File: src/rtl/core/same_padded_strided_conv2d_unit_assert.svh
// ---------------------------------------------------------------------------
// Assertion macros shared by the convolution unit
// Each macro checks on the rising clock edge and is quiet while reset is held.
// ---------------------------------------------------------------------------
`ifndef SAME_PADDED_STRIDED_CONV2D_UNIT_ASSERT_SVH
`define SAME_PADDED_STRIDED_CONV2D_UNIT_ASSERT_SVH

// Same-cycle implication.
`define CNV2D_ASSERT_NOW(lbl, ante, cons) \
    lbl: assert property (@(posedge clk) disable iff (!rst_n) (ante) |-> (cons)) \
        else $error("conv2d assertion failed");

// Next-cycle implication.
`define CNV2D_ASSERT_NEXT(lbl, ante, cons) \
    lbl: assert property (@(posedge clk) disable iff (!rst_n) (ante) |=> (cons)) \
        else $error("conv2d assertion failed");

`endif

File: src/rtl/core/cnv2d_pkg.sv
// ---------------------------------------------------------------------------
// cnv2d_pkg
// Types and constants shared by the strided SAME-padded convolution unit.
// ---------------------------------------------------------------------------
package cnv2d_pkg;

    localparam int FEAT_MAX    = 64;
    localparam int KERN_MAX    = 8;
    localparam int SLOT_BITS   = 3;
    localparam int COL_BITS    = 6;
    localparam int KIDX_BITS   = 3;
    localparam int LINE_AW     = SLOT_BITS + COL_BITS;
    localparam int COEF_AW     = 2 * KIDX_BITS;
    localparam int SAMPLE_BITS = 16;
    localparam int PROD_BITS   = 2 * SAMPLE_BITS;
    localparam int ACC_BITS    = 40;

    localparam logic [1:0] KIND_COEF   = 2'd0;
    localparam logic [1:0] KIND_SAMPLE = 2'd1;
    localparam logic [1:0] KIND_DRAIN  = 2'd2;

    localparam logic [2:0] CFG_N_FEATURES  = 3'd0;
    localparam logic [2:0] CFG_KERNEL_ROWS = 3'd1;
    localparam logic [2:0] CFG_KERNEL_COLS = 3'd2;
    localparam logic [2:0] CFG_STRIDE      = 3'd3;
    localparam logic [2:0] CFG_SHIFT       = 3'd4;

    typedef struct packed {
        logic [1:0]        kind;
        logic signed [15:0] data_value;
        logic [2:0]        coef_row;
        logic [2:0]        coef_col;
    } sample_t;

    typedef struct packed {
        logic signed [15:0] out_value;
        logic [15:0]       out_row;
        logic [5:0]        out_col;
        logic              row_last;
        logic              frame_last;
        logic              saturated;
    } result_t;

    // One multiply-accumulate term travelling down the datapath.
    typedef struct packed {
        logic valid;
        logic mask;
        logic first;
        logic last;
    } term_t;

endpackage

File: src/rtl/core/cnv2d_mac.sv
// ---------------------------------------------------------------------------
// cnv2d_mac
// Registered multiply followed by an accumulator that restarts on a first term.
// ---------------------------------------------------------------------------
module cnv2d_mac (
    input  logic                                     clk,
    input  logic                                     rst_n,
    input  cnv2d_pkg::term_t                         term,
    input  logic signed [cnv2d_pkg::SAMPLE_BITS-1:0] line_data,
    input  logic signed [cnv2d_pkg::SAMPLE_BITS-1:0] coef_data,
    output logic signed [cnv2d_pkg::ACC_BITS-1:0]    acc,
    output logic                                     done
);

    logic signed [cnv2d_pkg::PROD_BITS-1:0] prod_reg;
    logic signed [cnv2d_pkg::ACC_BITS-1:0]  acc_reg;
    cnv2d_pkg::term_t                       ptag_reg;
    logic                                   done_reg;

    always_ff @(posedge clk)
    begin
        if (term.valid)
        begin
            // Terms that fall into padding contribute nothing.
            if (term.mask)
            begin
                prod_reg <= line_data * coef_data;
            end
            else
            begin
                prod_reg <= '0;
            end
        end
        if (ptag_reg.valid)
        begin
            if (ptag_reg.first)
            begin
                acc_reg <= cnv2d_pkg::ACC_BITS'(prod_reg);
            end
            else
            begin
                acc_reg <= acc_reg + cnv2d_pkg::ACC_BITS'(prod_reg);
            end
        end
    end

    always_ff @(posedge clk or negedge rst_n)
    begin
        if (!rst_n)
        begin
            ptag_reg <= '0;
            done_reg <= 1'b0;
        end
        else
        begin
            ptag_reg <= term;
            done_reg <= ptag_reg.valid & ptag_reg.last;
        end
    end

    assign acc  = acc_reg;
    assign done = done_reg;

endmodule

File: config.mk
export PLATFORM = sky130hd
export DESIGN_NAME = cnv2d_mac
export DESIGN_NICKNAME = d
export VERILOG_FILES = /design/src/rtl/core/same_padded_strided_conv2d_unit_assert.svh /design/src/rtl/core/cnv2d_pkg.sv /design/src/rtl/core/cnv2d_mac.sv
export SDC_FILE = /design/constraint.sdc
export NUM_CORES = 1
export LEC_CHECK = 0
export ABC_AREA = 1
export CAP_MARGIN = 15
export CELL_PAD_IN_SITES_DETAIL_PLACEMENT = 1
export CELL_PAD_IN_SITES_GLOBAL_PLACEMENT = 1
export CORE_MARGIN = 3
export CORE_UTILIZATION = 53
export DETAILED_ROUTE_END_ITERATION = 16
export DONT_BUFFER_PORTS = 1
export GPL_TIMING_DRIVEN = 0
export PLACE_DENSITY_LB_ADDON = 0.1
export REMOVE_ABC_BUFFERS = 1
export SLEW_MARGIN = 30
export SYNTH_ARGS = -nofsm -noshare
export SYNTH_HDL_FRONTEND = slang
export SYNTH_SLANG_ARGS = --single-unit
File: constraint.sdc
create_clock -name clk -period 3.1 [get_ports clk]
set_input_delay 0.31 -clock clk [delete_from_list [all_inputs] [get_ports clk]]
set_output_delay 0.31 -clock clk [all_outputs]
set_load 0.1 [all_outputs]
==> flow_summary.json <==
{
  "status": "finished with violations",
  "failed_checks": "negative setup slack",
  "finalHoldViolCount": 0,
  "ant_nets": 0,
  "drtIter0Drc": 1357,
  "critPathTopFamily": "adder cells",
  "finalWorstSetupSlack_ns": -2.681,
  "hold_class": "input port to flip-flop",
  "r2r_start": "acc[13]",
  "crit_top_cell": "fa_1",
  "gp_congestion": 1.003,
  "layout_commonest_cell": "nand2_1",
  "htree_levels": 3,
  "arrival_ns": 5.89,
  "coreArea_mm2": 0.03075,
  "path_clk_slew_ns": 0.06,
  "crit_path_max_fanout": 6,
  "path_buf_inv": 5,
  "grt_max_degree": 34,
  "slew_headroom_pct": 29.82,
  "cp_slowest_cell": "fa_1",
  "finalWirelength_um": 70290,
  "grt_use_total_pct": 37.45,
  "grt_pass1_wl_um": 96480,
  "synth_compound_area_share_pct": 5.038,
  "antenna_found_initial": 0,
  "syn_avg_cell_area_um2": 7.289,
  "drc": 0,
  "seq_area_frac_synth_pct": 13.64,
  "synth_area_leaders": "fa_1 (32%), nand2_1 (16%), edfxtp_1 (13%), inv_1 (13%), ha_1 (9.1%)",
  "yosysWarnings": 0,
  "hold-worst-slack_ns": 0.07513,
  "io_buffers": 0,
  "die_w_um": 182.9,
  "min_period_ns": 5.781,
  "largest_reg_flops": 40,
  "muxShareOfSynthArea_pct": 0,
  "crit_chain": "clkinvlp_4 -> buf_12 -> buf_8 -> nor2_4 -> fa_1 -> fa_1 -> fa_1 -> fa_1 -> fa_1 -> inv_1 -> fa_1 -> inv_1 -> ha_4 -> a21oi_2 -> o21ai_2 -> nand2_1 -> nand2_2 -> nand2_1 -> nand2_1 -> a21oi_2 -> nand2_1 -> nand2_1 -> nor2_1",
  "reg2reg_slack_ns": 0.12,
  "cts_buffers": 9,
  "synth-simple-area-share_pct": 25.14,
  "insertion_delay_ns": 0.36,
  "place_inst": 2606,
  "antenna_cells": 0,
  "instances_no_fill": 2684,
  "final_area_mm2": 0.01929,
  "fp.dieH_um": 182.9,
  "required_ns": 3.21,
  "fin_util_pct": 62.74,
  "end_kind": "flip-flop",
  "max_freq_mhz": 173.0,
  "post_synth_inst_count": 2276,
  "drive_above_1_share_pct": 18.05,
  "synth_area_mm2": 0.01659,
  "hold_path_startpoint": "term[3]",
  "period_share_pct": 186.5,
  "dpl_cell_area_mm2": 0.01687,
  "drv_cap": 0,
  "io_pins": 79,
  "cts_buffer_depth": 2,
  "flow.area_growth_from_synthesis_pct": 16.29,
  "rsz0062_at_grt": "true",
  "vias": 16340,
  "start_kind": "input port",
  "hold_depth": 0,
  "root_buffer": "clkbuf_16",
  "cts_tree": "built",
  "r2r-end": "acc[31]",
  "overflow": 0,
  "synth.distinct_cells": 33,
  "rows": 64,
  "synth_xor_xnor_area_share_pct": 0.7391,
  "worst_path_largest_cell_delay_ns": 0.67,
  "die_area_mm2": 0.03346,
  "synth_top_area_cell": "fa_1",
  "clock_sinks": 76,
  "hpwl_um": 43490,
  "initial_core_util_pct": 53.95,
  "ys_seq_elements": 76,
  "nets": 2705,
  "firstDrtPassIters": 5,
  "synth_top_family_by_area": "adder cells",
  "tightest_slew_ns": 1.053,
  "path_class": "input port to flip-flop",
  "setup_viol": 26,
  "min_to": "prod_reg[1]",
  "synth-adder-area-share_pct": 40.86,
  "vias_per_cell": 6.086,
  "grt_pass1_vias": 17380,
  "final_max_slew_viol_count": 0,
  "worstRegToRegCells": 12,
  "skew_ns": 0.01133,
  "wire_per_inst_um": 26.19,
  "mostFrequentLayoutCells": "nand2_1 (653), inv_1 (509), fa_1 (243)",
  "synth.top_cell.area_share_pct": 31.74
}
## logic make-up (layout without fill, tap and decap cells)
kind of cell / count (synthesis) / in the layout
xor+xnor: 14 / 14
buf+inv: 641 / 653
simple gates: 1015 / 1015
flops: 76 / 76
fa+ha+maj: 384 / 384
compound gates: 146 / 146
## synth_stat cells
library cell  instances
o21bai_1             13
or2_1                 4
ha_1                121
nor2_4                2
a21oi_2               5
inv_1               571
fa_1                263
inv_2                 1
a21boi_0              1
nand3b_1             13
nor2_2               10
nand2_1             719
nand3_2               7
clkbuf_1             64
nand4_1              19
nor3_1               10
a31oi_1               1
nand2_2              13
or2_2                10
dfrtp_1               4
nor2_1              128
nand3_1              80
o21ai_0              29
xor2_1                5
a21oi_1              74
a21o_1                6
xnor2_1               9
o21ai_1               3
buf_2                 3
edfxtp_1             72
clkbuf_8              1
o21a_1               14
clkinv_1              1
## worst register-to-register path: cells and delay by family (launching register included)
kind            cells  cell delay (ns)
compound gates      1             0.07
fa+ha+maj           1             0.59
buf+inv             1             0.09
flops               1             0.80
simple gates        9             1.16
## worst max-delay path by stage
| stage | start | to | slack (ns) | cells after the start |
|---|---|---|---|---|
| floorplan | coef_data[1] | prod_reg[29] | -2.14 | 18 |
| global placement | coef_data[1] | prod_reg[28] | -2.65 | 20 |
| detailed placement | coef_data[1] | prod_reg[28] | -2.92 | 20 |
| CTS | line_data[15] | prod_reg[28] | -1.82 | 21 |
| global route | coef_data[15] | prod_reg[22] | -2.68 | 22 |
| finish | coef_data[15] | prod_reg[31] | -2.68 | 23 |
## what timing repair did
action                                  in CTS  in global routing
cloned                                       0                  0
setup buffers                               36                 24
hold endpoints to repair                     7                  0
hold buffers                                 4                  0
endpoints found under the setup margin      41                 38
gates resized for setup                    268                164
pin swaps                                   83                 54
## metal layers
layer | share of wire [%] | track usage (%) | vias up | routed length [um]
li1 | - | - | 6752 | -
met1 | 34 | 41.38 | 7939 | 23870
met2 | 49 | 68.01 | 1141 | 34280
met3 | 7.9 | 5.772 | 504 | 5566
met4 | 9.3 | 22.52 | 0 | 6569
met5 | 0 | 0 | - | 0
## through the flow
step           setup slack (ns)  TNS [ns]
5_1_grt                  -2.679    -52.08
6_report                 -2.681    -51.18
2_1_floorplan            -2.137    -42.79
3_5_place_dp             -2.925    -59.67
4_1_cts                  -1.821    -36.27
3_3_place_gp             -2.649    -57.70
## cell type report
| cell class | count | area, um2 |
|---|---|---|
| Sequential cell | 76 | 2265 |
| Clock buffer | 12 | 256.5 |
| Fill cell | 3795 | 11460 |
| Timing Repair Buffer | 64 | 625.6 |
| Tap cell | 396 | 495.5 |
| Inverter | 573 | 2180 |
| Clock inverter | 4 | 56.30 |
| Multi-Input combinational cell | 1559 | 13410 |
Power is not shown: default switching activity piles up to over one toggle a cycle in this logic, so the estimate is an artifact.
